==> src/rtl/core/cmfhf_pkg.sv <==
package cmfhf_pkg;

  // default sizes of the block
  localparam int unsigned MarkersDefault    = 16;
  localparam int unsigned ViewWidthDefault  = 1024;
  localparam int unsigned ViewHeightDefault = 1024;

  // field widths
  localparam int unsigned ModeW  = 2;
  localparam int unsigned EntryW = 4;
  localparam int unsigned CoordW = 10;
  localparam int unsigned ChanW  = 8;
  localparam int unsigned SqW    = 2 * ChanW;
  localparam int unsigned DistW  = 18;
  localparam int unsigned CountW = 5;
  localparam int unsigned AddrW  = 3;
  localparam int unsigned DataW  = 32;

  // item modes
  localparam logic [ModeW-1:0] ModeLoad  = 2'd0;
  localparam logic [ModeW-1:0] ModePixel = 2'd1;
  localparam logic [ModeW-1:0] ModeFrame = 2'd2;

  // register indexes (word address bit 2)
  localparam logic RegMarkerCount = 1'b0;
  localparam logic RegMatchLimit  = 1'b1;

  localparam logic [DistW-1:0] LimitReset = 18'd7;

  typedef struct packed {
    logic [ChanW-1:0] red;
    logic [ChanW-1:0] green;
    logic [ChanW-1:0] blue;
  } color_t;

  typedef struct packed {
    logic [ModeW-1:0]  mode;
    logic [EntryW-1:0] entry_index;
    logic [CoordW-1:0] pixel_x;
    logic [CoordW-1:0] pixel_y;
    color_t            color;
  } item_t;

  typedef struct packed {
    logic [EntryW-1:0] marker_index;
    logic [CoordW-1:0] hit_x;
    logic [CoordW-1:0] hit_y;
  } result_t;

  typedef struct packed {
    logic [CountW-1:0] marker_count;
    logic [DistW-1:0]  match_limit;
  } cfg_t;

  // squared difference of two channel values
  function automatic logic [SqW-1:0] sq_diff(input logic [ChanW-1:0] a,
                                              input logic [ChanW-1:0] b);
    logic [ChanW-1:0] d;
    d = (a > b) ? (a - b) : (b - a);
    return SqW'(d) * SqW'(d);
  endfunction

endpackage

==> src/rtl/core/cmfhf_cfg.sv <==
module cmfhf_cfg (
  input  logic                          clk_i,
  input  logic                          rst_ni,
  input  logic                          psel,
  input  logic                          penable,
  input  logic                          pwrite,
  input  logic [cmfhf_pkg::AddrW-1:0]   paddr,
  input  logic [cmfhf_pkg::DataW-1:0]   pwdata,
  output logic [cmfhf_pkg::DataW-1:0]   prdata,
  output logic                          pready,
  output cmfhf_pkg::cfg_t               cfg_o
);
  import cmfhf_pkg::*;

  cfg_t cfg_q, cfg_d;
  logic wr_en;

  assign pready = 1'b1;
  assign wr_en  = psel && penable && pwrite;

  // register write decode
  always_comb begin
    cfg_d = cfg_q;
    if (wr_en) begin
      case (paddr[2])
        RegMarkerCount: cfg_d.marker_count = pwdata[CountW-1:0];
        RegMatchLimit:  cfg_d.match_limit  = pwdata[DistW-1:0];
        default: ;
      endcase
    end
  end

  always_ff @(posedge clk_i or negedge rst_ni) begin
    if (!rst_ni) begin
      cfg_q.marker_count <= '0;
      cfg_q.match_limit  <= LimitReset;
    end else begin
      cfg_q <= cfg_d;
    end
  end

  // read back
  always_comb begin
    case (paddr[2])
      RegMarkerCount: prdata = DataW'(cfg_q.marker_count);
      RegMatchLimit:  prdata = DataW'(cfg_q.match_limit);
      default:        prdata = '0;
    endcase
  end

  assign cfg_o = cfg_q;

endmodule

==> config.mk <==
export PLATFORM = sky130hd
export DESIGN_NAME = cmfhf_cfg
export DESIGN_NICKNAME = d
export VERILOG_FILES = /design/src/rtl/core/cmfhf_pkg.sv /design/src/rtl/core/cmfhf_cfg.sv
export SDC_FILE = /design/constraint.sdc
export NUM_CORES = 1
export LEC_CHECK = 0
export BUFFER_PORTS_ARGS = -buffer_cell sky130_fd_sc_hd__buf_2
export CAP_MARGIN = 0
export CORE_MARGIN = 3
export CORE_UTILIZATION = 42
export DETAILED_ROUTE_END_ITERATION = 8
export MAX_ROUTING_LAYER = met4
export PLACE_DENSITY = 0.85
export SYNTH_ARGS = -nofsm -noshare
export SYNTH_HDL_FRONTEND = slang
export SYNTH_SLANG_ARGS = --single-unit
==> constraint.sdc <==
create_clock -name clk_i -period 1.51 [get_ports clk_i]
set_input_delay 0.2265 -clock clk_i [delete_from_list [all_inputs] [get_ports clk_i]]
set_output_delay 0.2265 -clock clk_i [all_outputs]
set_load 0.005 [all_outputs]
Word level (Yosys, flattened, before mapping)
Cells that the tools add are included.
Widths: inputs -> output; s select.

cells by class
  muxes and demuxes = 1
  bitwise operators = 1
  reductions and logical operators = 4

operators by type and width
  operator           count
  $pmux 32 s2        1
  $reduce_and 2->1   2
  $logic_and 1x1->1  2
  $not 1->1          1

storage, ports and cells
  logic and storage cells = 8
  register bits = 23

Logic depth before layout (Yosys ltp)
  depth in word-level cells = 3
  gate-level depth with buffers = 3
  depth with buffers taken out = 2

Least setup slack after synthesis
OpenSTA, ideal clock, no wires.

  kind = in2reg
  start point = input paddr[2] (netlist name)
  end point = register cfg_q (netlist bit cfg_o[18])
  slack = 0.495 ns
  data arrival time = 0.890 ns
  stages on the path = 3
  buffers on the path = 1
  required time = 1.385 ns
  path through = buf_2 > nand4b_4 > mux2_2

on the way
  word-level cells in the longest chain between the ends = 2

RTL lines
  what                               line             RTL
  from (decl)                        cmfhf_cfg.sv:7   input logic [cmfhf_pkg::AddrW-1:0] paddr,
  $not 1->1                          n/a
  $reduce_and 2->1 (no source line)  n/a
  to (signal assigned)               cmfhf_cfg.sv:38  cfg_q <= cfg_d;
  to (decl)                          cmfhf_cfg.sv:15  cfg_t cfg_q, cfg_d;

Every way passes these cells.
A chain may end at the register's enable or synchronous reset.

Worst setup path in the final report
  start point = register cfg_q (netlist bit cfg_o[2])
  end point = output prdata[2] (netlist name)

on the way
  word-level cells in the longest chain between the ends = 1

RTL lines
  what         line             RTL
  $pmux 32 s2  cmfhf_cfg.sv:44  case (paddr[2])
  to (decl)    cmfhf_cfg.sv:9   output logic [cmfhf_pkg::DataW-1:0] prdata,

Every way passes these cells. The select of a mux whose other input is x is not followed.

==> impl_metrics.toml <==
[setup_path]
cp.required_ns = 1.28
crit_type = "flop to output port"
cp-end-kind = "output port"
reg2reg_depth = 1
startpoint_type = "flop"
cp_data_arrival_time_ns = 1.09
worstPathMaxFanout = 3

[timing]
hold_violations = 0
relSlewSlack_pct = 66.1
fmax_mhz = 760
period_share_pct = 87.1
fin_crit_ns = 1.32
drv_slew = 0
setup_ws_ns = 0.194
tightest_slew_ns = 0.508
finalSetupTns_ns = 0
setup_viol = 0
hold_ws_ns = 0.149
fin_worst_skew_ns = 0
rsz0062_at_grt = "false"

[yosys]
ys_top_cells_by_area = "dfrtp_1 (42%), mux2_2 (17%), mux2_4 (13%), buf_4 (9.4%), and2_1 (6.8%)"
seq_area_frac_synth_pct = 48.3
synth_top_area_share_pct = 41.8
syn_avg_cell_area_um2 = 13.9
synth-seq-cells = 23
ys_types = 12
syn-cell-area_um2 = 1200
synth.largest_area_cell = "dfrtp_1"
yosys_warnings = 0
syn_inst = 86

[cells_and_area]
nNetsFinal = 192
final_cell_mix = "buf_2 (64), dfrtp_1 (20), mux2_2 (18)"
largest_reg_flops = 23
seqCellArea_um2 = 579
multi_input_area_um2 = 536
final_area_um2 = 1520
drive_gt1_share_pct = 66.9
fill_cells = 220
area_growth_pct = 26.5
n_antenna_cell = 0
layout_commonest_cell = "buf_2"

[power_and_ir_drop]
irDropWorstVdd_mv = 0.699
p_leak_nw = 0.842
p_seq_share_pct = 51.1
clkPwrFrac_pct = 16.0
combPwrFrac_pct = 32.9
switching_share_pct = 27.7
total_power_w = 0.00168
p_int_w = 0.00121
power.density_nw_per_um2 = 1110
power.switching_w = 0.000464

[detailed_routing]
vias = 850
via_per_inst = 4.70
drt_iter0_drc = 48
ant_nets = 0
drc = 0
routedWlPerCell_um = 13.1
totalWireLength_um = 2380
drt-pass1-iter-count = 3

[die]
die_w_um = 59.4
die_h_um = 59.4
dieArea_um2 = 3530
boundaryPins = 96
start_util_pct = 46.3
rows = 18
core_region_area_um2 = 2590

[grt]
track_usage_pct = 14.7
antenna_found_initial = 0
grt_overflow_total = 0
grt_pass1_vias = 864
grt_max_degree = 24
grt_pass1_wl_um = 3710

[clock_network]
h-tree-depth = 1
root_buffer = "clkbuf_4"
cts_tree = "built"
clkLatencyLatePin_ns = 0.30
clk_pin_slew_ns = 0.12
clockBufferDepth = 2
cts_resized = 0
numCtsBuffers = 3
post_cts_buffers = 0
clock-sinks = 23
cts_hold_buf = 1

[place]
dp_slack_ns = 0.0700
place.gp.congestion = 0.667
dp_hpwl_um = 1890
port_buffers = 64
placed_area_um2 = 1480

[min_path]
hold_path_class = "input pin to flop"
min_path_cells = 2

[job]
maxCapViolCount = 0

[outcome]
run_status = "complete, no violations"
==> path summary, 6_finish.rpt <==
| check | startpoint | endpoint | slack [ns] |
|---|---|---|---|
| worst max-delay path | cfg_o[2] | prdata[2] | 0.19 |
| worst min-delay path | pwdata[16] | cfg_o[16] | 0.15 |
| worst max register to register | cfg_o[10] | cfg_o[10] | 0.72 |
| worst min register to register | cfg_o[19] | cfg_o[19] | 0.54 |
| max in group asynchronous | rst_ni | cfg_o[1] | 0.73 |
| min in group asynchronous | rst_ni | cfg_o[20] | 0.42 |
==> final cells by class <==
| class | count | area share (%) |
|---|---|---|
| Multi-Input combinational cell | 58 | 35.3 |
| Clock buffer | 4 | 1.73 |
| Sequential cell | 23 | 38.2 |
| Tap cell | 30 | 2.48 |
| Timing Repair Buffer | 66 | 22.3 |
==> Yosys cell counts <==
| cell type | count |
|---|---|
| dfrtp_1 | 20 |
| mux2_2 | 18 |
| buf_4 | 15 |
| and2_1 | 13 |
| mux2_4 | 10 |
| dfstp_2 | 3 |
| conb_1 | 2 |
| buf_2 | 1 |
| buf_6 | 1 |
| clkbuf_1 | 1 |
| nand4_4 | 1 |
| nand4b_4 | 1 |
==> stage by stage <==
step	std cells	utilization (%)
floorplan	99	-
global placement	176	57.1
detailed placement	176	57.1
CTS	181	58.6
global route	181	58.6
finish	181	58.6
==> power by group through the flow <==
stage	combinational [W]	sequential, W	clock [W]
final	0.000553	0.000857	0.000269
after global routing	0.000612	0.000878	0.000312
after CTS	0.000567	0.000858	0.000283
after detailed placement	0.000564	0.000867	0
after global placement	0.000543	0.000853	0
after floorplan	0.000287	0.000872	0
==> critical path, cell delays in order, from the launching register on <==
cell and delay (ns):
dfstp_2 0.56, mux2_2 0.14, buf_2 0.10
==> layer usage <==
layer  track usage [%]  vias up  wire (um)
met2              24.8       60       1170
met3              3.27        2        270
met5                 -        -          0
met4              5.83        0         13
met1              16.8      395        926
li1                  -      393          -
==> logic make-up after synthesis <==
family / synth area share, %
flip-flops: 48.3
other: 0.627
AND/OR/NAND/NOR: 10.5
buffers and inverters: 11.1
multiplexers: 29.4
No activity file was read; power rests on OpenSTA's default activity.
