**src/rtl/core/cmfhf_pkg.sv**
```systemverilog
package cmfhf_pkg;

  // default sizes of the block
  localparam int unsigned MarkersDefault    = 16;
  localparam int unsigned ViewWidthDefault  = 1024;
  localparam int unsigned ViewHeightDefault = 1024;

  // field widths
  localparam int unsigned ModeW  = 2;
  localparam int unsigned EntryW = 4;
  localparam int unsigned CoordW = 10;
  localparam int unsigned ChanW  = 8;
  localparam int unsigned SqW    = 2 * ChanW;
  localparam int unsigned DistW  = 18;
  localparam int unsigned CountW = 5;
  localparam int unsigned AddrW  = 3;
  localparam int unsigned DataW  = 32;

  // item modes
  localparam logic [ModeW-1:0] ModeLoad  = 2'd0;
  localparam logic [ModeW-1:0] ModePixel = 2'd1;
  localparam logic [ModeW-1:0] ModeFrame = 2'd2;

  // register indexes (word address bit 2)
  localparam logic RegMarkerCount = 1'b0;
  localparam logic RegMatchLimit  = 1'b1;

  localparam logic [DistW-1:0] LimitReset = 18'd7;

  typedef struct packed {
    logic [ChanW-1:0] red;
    logic [ChanW-1:0] green;
    logic [ChanW-1:0] blue;
  } color_t;

  typedef struct packed {
    logic [ModeW-1:0]  mode;
    logic [EntryW-1:0] entry_index;
    logic [CoordW-1:0] pixel_x;
    logic [CoordW-1:0] pixel_y;
    color_t            color;
  } item_t;

  typedef struct packed {
    logic [EntryW-1:0] marker_index;
    logic [CoordW-1:0] hit_x;
    logic [CoordW-1:0] hit_y;
  } result_t;

  typedef struct packed {
    logic [CountW-1:0] marker_count;
    logic [DistW-1:0]  match_limit;
  } cfg_t;

  // squared difference of two channel values
  function automatic logic [SqW-1:0] sq_diff(input logic [ChanW-1:0] a,
                                              input logic [ChanW-1:0] b);
    logic [ChanW-1:0] d;
    d = (a > b) ? (a - b) : (b - a);
    return SqW'(d) * SqW'(d);
  endfunction

endpackage

```
**src/rtl/core/cmfhf_lane.sv**
```systemverilog
module cmfhf_lane (
  input  logic                          clk_i,
  input  logic                          load_i,
  input  cmfhf_pkg::color_t             pixel_i,
  input  logic [cmfhf_pkg::DistW-1:0]   limit_i,
  output logic                          match_o
);
  import cmfhf_pkg::*;

  color_t           color_q;
  logic [DistW-1:0] sq_dist;

  // marker color, written by a load item
  always_ff @(posedge clk_i) begin
    if (load_i) begin
      color_q <= pixel_i;
    end
  end

  // squared color distance against the limit
  assign sq_dist = DistW'(sq_diff(pixel_i.red, color_q.red))
                 + DistW'(sq_diff(pixel_i.green, color_q.green))
                 + DistW'(sq_diff(pixel_i.blue, color_q.blue));

  assign match_o = sq_dist < limit_i;

endmodule

```
**config.mk**
```make
export PLATFORM = sky130hd
export DESIGN_NAME = cmfhf_lane
export DESIGN_NICKNAME = d
export VERILOG_FILES = /design/src/rtl/core/cmfhf_pkg.sv /design/src/rtl/core/cmfhf_lane.sv
export SDC_FILE = /design/constraint.sdc
export NUM_CORES = 1
export LEC_CHECK = 0
export BUFFER_PORTS_ARGS = -buffer_cell sky130_fd_sc_hd__buf_4
export CAP_MARGIN = 20
export CORE_MARGIN = 4
export CORE_UTILIZATION = 33
export DETAILED_ROUTE_END_ITERATION = 12
export HOLD_SLACK_MARGIN = 0.06
export PLACE_DENSITY = 0.49
export SYNTH_ARGS = -nofsm -noshare
export SYNTH_HDL_FRONTEND = slang
export SYNTH_SLANG_ARGS = --single-unit
```
**constraint.sdc**
```tcl
create_clock -name clk_i -period 12 [get_ports clk_i]
set_clock_uncertainty 0.05 [all_clocks]
set_input_delay 1.8 -clock clk_i [delete_from_list [all_inputs] [get_ports clk_i]]
set_output_delay 1.8 -clock clk_i [all_outputs]
set_load 0.05 [all_outputs]
```
### Word level (Yosys, flattened, before mapping)

Index checks and enable logic that the tools add are counted.
Widths: inputs -> output; s select.

| word-level totals | value |
|---|---|
| register bits after elaboration | 24 |

| operators by class | value |
|---|---|
| add/sub/neg operators | 8 |
| multipliers | 3 |
| order comparisons | 4 |
| mux-type cells | 3 |

Operators with widths:

| operator | number |
|---|---|
| $mul 8x8->16 | 3 |
| $sub 8x8->8 | 6 |
| $gt 8x8->1 | 3 |
| $mux 8 | 3 |
| $add 17x16->18 | 1 |
| $lt 18x18->1 | 1 |
| $add 16x16->17 | 1 |

### Depth between registers and ports, before layout

| depth | value |
|---|---|
| depth after elaboration | 6 |
| mapped depth | 39 |

### Worst setup path after synthesis

Ideal clock, no wire load.

| timing path | value |
|---|---|
| kind | input-to-output |
| from | in pixel_i[16] in the netlist's numbering |
| to | out match_o |
| data arrival time | 10.613 ns |
| data required time | 10.150 ns |
| setup slack | -0.463 ns |
| cell stages on the path | 35 |
| cells stage by stage | inv_1 -> ha_1 -> inv_1 -> fa_1 -> a21o_1 -> a221oi_2 -> o22ai_1 -> buf_2 -> mux2i_1 -> xnor2_1 -> nand2b_1 -> inv_1 -> fa_1 -> inv_1 -> fa_1 -> fa_1 -> inv_1 -> fa_1 -> fa_1 -> inv_1 -> fa_1 -> fa_1 -> inv_1 -> ha_1 -> a21oi_1 -> o21ai_0 -> a2111o_1 -> a31oi_1 -> o21ai_0 -> xor2_1 -> ha_1 -> o21a_1 -> o211ai_1 -> o21ai_0 -> a21oi_1 |

| between the ends | value |
|---|---|
| longest elaborated chain between the ends | 6 |
| elaborated cells between the ends (all ways) | 8 |
| those cells by class | add/sub (4); mul (1); order compare (2); mux (1) |

RTL lines:

| element | line | source |
|---|---|---|
| from (decl) | cmfhf_lane.sv:4 | `input cmfhf_pkg::color_t pixel_i,` |
| $sub 8x8->8 / $gt 8x8->1 (equally long branches) | cmfhf_pkg.sv:59 | `d = (a > b) ? (a - b) : (b - a);` |
| $mux 8 * | cmfhf_pkg.sv:59 |  |
| $mul 8x8->16 * | cmfhf_pkg.sv:60 | `return SqW'(d) * SqW'(d);` |
| $add 16x16->17 * | cmfhf_lane.sv:22 | `+ DistW'(sq_diff(pixel_i.green, color_q.green))` |
| $add 17x16->18 * | cmfhf_lane.sv:23 | `+ DistW'(sq_diff(pixel_i.blue, color_q.blue));` |
| $lt 18x18->1 * | cmfhf_lane.sv:25 | `assign match_o = sq_dist < limit_i;` |
| to (decl) | cmfhf_lane.sv:6 | `output logic match_o` |

Every way passes the cells marked *; elsewhere a longest branch is shown, timed or not.

### Worst setup path in the final report

Ends and elaborated chain as after synthesis.

==> results_dict.tcl <==
set metrics [dict create \
    synth_top_family_by_area "adder cells" \
    worst-endpoint-arrival_ns 10.09 \
    cts_root_buf "clkbuf_16" \
    hold_violations 0 \
    synth.avg_cell_area_um2 8.94 \
    synth-compound-area-share_pct 10.8 \
    area_growth_pct 27.0 \
    io_pins 45 \
    place_congestion 0.824 \
    synth_common_cells "inv_1, ha_1, fa_1" \
    ctsLongestPathBuffers 2 \
    synth.area.top_cells "fa_1, ha_1, inv_1, edfxtp_1, nor2_1" \
    synth_edf_count 24 \
    synthXorXnorAreaFrac_pct 3.24 \
    std_cell_rows 58 \
    syn_inst 966 \
    grt_usage_pct 14.0 \
    grt_max_degree 25 \
    hp-class "input port to flop" \
    top_regs "color_q: 24 flops" \
    fp.dieW_um 170 \
    path_clk_slew_ns 0.07 \
    yosysUniqueCellTypes 54 \
    async_reset_ff_share_pct 0 \
    grt_pass1_wl_mm 33.1 \
    portBuffers 44 \
    status "finished clean" \
    wire_per_inst_um 13.3 \
    met2_usage_pct 24.5 \
    layout_min_cycle_time_ns 11.94 \
    crit_slowest_cell "fa_1" \
    holdBufCountCts 0 \
    ys_seq_area_share_pct 8.34 \
    drc 0 \
    start_kind "input port" \
    drtIter0Drc 212 \
    maxCapViolCount 0 \
    detail_route.wirelength_mm 19.6 \
    worstMarginPinSlew_ns 0.828 \
    cts_tree "yes" \
    top_register "color_q" \
    antenna_found_initial 0 \
    drt-vias-per-instance 4.49 \
    syn_area_um2 8640 \
    cts_max_level 1 \
    slew_headroom_pct 44.2 \
    setup_viol 0 \
    dp_worst_setup_slack_ns -0.593 \
    ys_ff_latch 24 \
    ys_warn_count 0 \
    clock_sinks 24 \
    ant_nets 0 \
    synth_top_flop_cell "edfxtp_1" \
    yosysTopAreaCellShare_pct 32.2 \
    synth_mux_area_share_pct 2.49 \
    largest_reg_flops 24 \
    fp.dieArea_um2 28800 \
    path_max_fanout 6 \
    yosysMostFrequentCell "inv_1" \
    cp_data_required_time_ns 10.15 \
    initial_core_util_pct 33.9 \
    cp-end-kind "output pin" \
    die_y_um 170 \
    slowest_delay_ns 0.53 \
    max_freq_ghz 0.0838 \
    met1_usage_pct 19.1 \
    finalWorstSetupSlack_ns 0.0622 \
    synth_top_cell_by_area "fa_1" \
    rsz0062_at_grt "yes" \
    drive_gt1_share_pct 25.9 \
    fin_crit_sh_pct 99.5 \
    synthSimpleGateAreaFrac_pct 9.27 \
    met3_usage_pct 1.44 \
    grt-busiest-layer "met2" \
    grt_pass1_vias 6978 \
    synth_adder_area_share_pct 52.6 \
    firstDrtPassIters 4 \
    vias 6624 \
    dp.final_hpwl_mm 17.3 \
    antenna_cells 0 \
    overflow 0 \
    crit_type "input port to output pin" \
    crit_top_cell "fa_1" \
    core_area_um2 25500 \
    nets 1470 \
    cts_buffers 3 \
    maxSlewViolCount 0 \
    synth_nets 1290 \
    nFillCells 2505 \
]
## cell usage in the layout, fill, tap and decap left out, drive strengths merged, types with 2 or more instances in the layout
cell	netlist	layout
inv	283	283
buf	8	194
ha	141	141
fa	139	139
nor2	79	79
a21oi	42	42
a21o	25	25
edfxtp	24	24
o21ai	24	24
nand2	20	20
xnor2	19	19
nand2b	18	18
mux2i	17	17
xor2	13	13
o21bai	10	10
or2	10	10
and2	8	8
nand4	7	7
nor2b	5	5
o21a	5	5
a211oi	5	5
a221oi	5	5
nand3	4	4
and3	4	4
mux2	4	4
nor3	4	4
a31oi	4	4
o211ai	3	3
clkbuf	11	3
or3	3	3
nand3b	2	2
a21boi	2	2
o221ai	2	2
a2111o	2	2
a311oi	2	2
o31ai	2	2
## through the flow
| step | instances | area, µm² | hold WS, ns | setup TNS, ns | util [%] |
|---|---|---|---|---|---|
| 2_1_floorplan | 966 | 8670 | 1.85 | 0 | - |
| 3_3_place_gp | 1451 | 10300 | 1.94 | -0.450 | 40.5 |
| 3_5_place_dp | 1451 | 10300 | 1.94 | -0.593 | 40.5 |
| 4_1_cts | 1472 | 10800 | 1.65 | 0 | 42.6 |
| 5_1_grt | 1475 | 11000 | 1.65 | -0.343 | 43.1 |
| 6_report | 1475 | 11000 | 1.66 | 0 | 43.1 |
## repair_timing
action                                  CTS  global route
setup buffers                            17             3
resized for setup                        77            23
pin swaps                                66            43
gates cloned                              1             0
endpoints found under the setup margin    1             1
## logic make-up after synthesis
| logic type | after synthesis |
|---|---|
| fa+ha+maj | 280 |
| buf+inv | 302 |
| xor+xnor | 32 |
| compound gates | 140 |
| flops | 24 |
| mux | 21 |
| simple gates | 167 |
## layout make-up
class / instances / area, µm² / area share, %
inverter: 283 / 1070 / 9.72
clock buffer: 3 / 75.1 / 0.684
timing repair buffer: 194 / 1480 / 13.5
tap: 330 / 413 / 3.76
clock inverter: 1 / 30.0 / 0.274
multi-input combinational: 640 / 7190 / 65.5
sequential: 24 / 721 / 6.57
## metal layers
layer / up-vias / part of all wire (%)
li1: 3349 / -
met1: 3198 / 45
met2: 61 / 50
met3: 16 / 3.1
met4: 0 / 1.3
met5: - / 0
## final timing paths
check / startpoint / endpoint / slack, ns / cells past startpoint
hold / removal: pixel_i[7] / color_q[7] / 1.66 / 1
setup / recovery: pixel_i[16] / match_o / 0.06 / 38
## critical path: cells and delay by family
family,cells,cell delay (ns)
buffers and inverters,9,0.83
AND/OR/NAND/NOR,1,0.15
AO/OA/AOI/OAI,15,2.81
XOR/XNOR,2,0.22
adder cells (fa/ha/maj),11,4.25
Power is not shown: default switching activity piles up to over one toggle a cycle in this logic, so the estimate is an artifact.
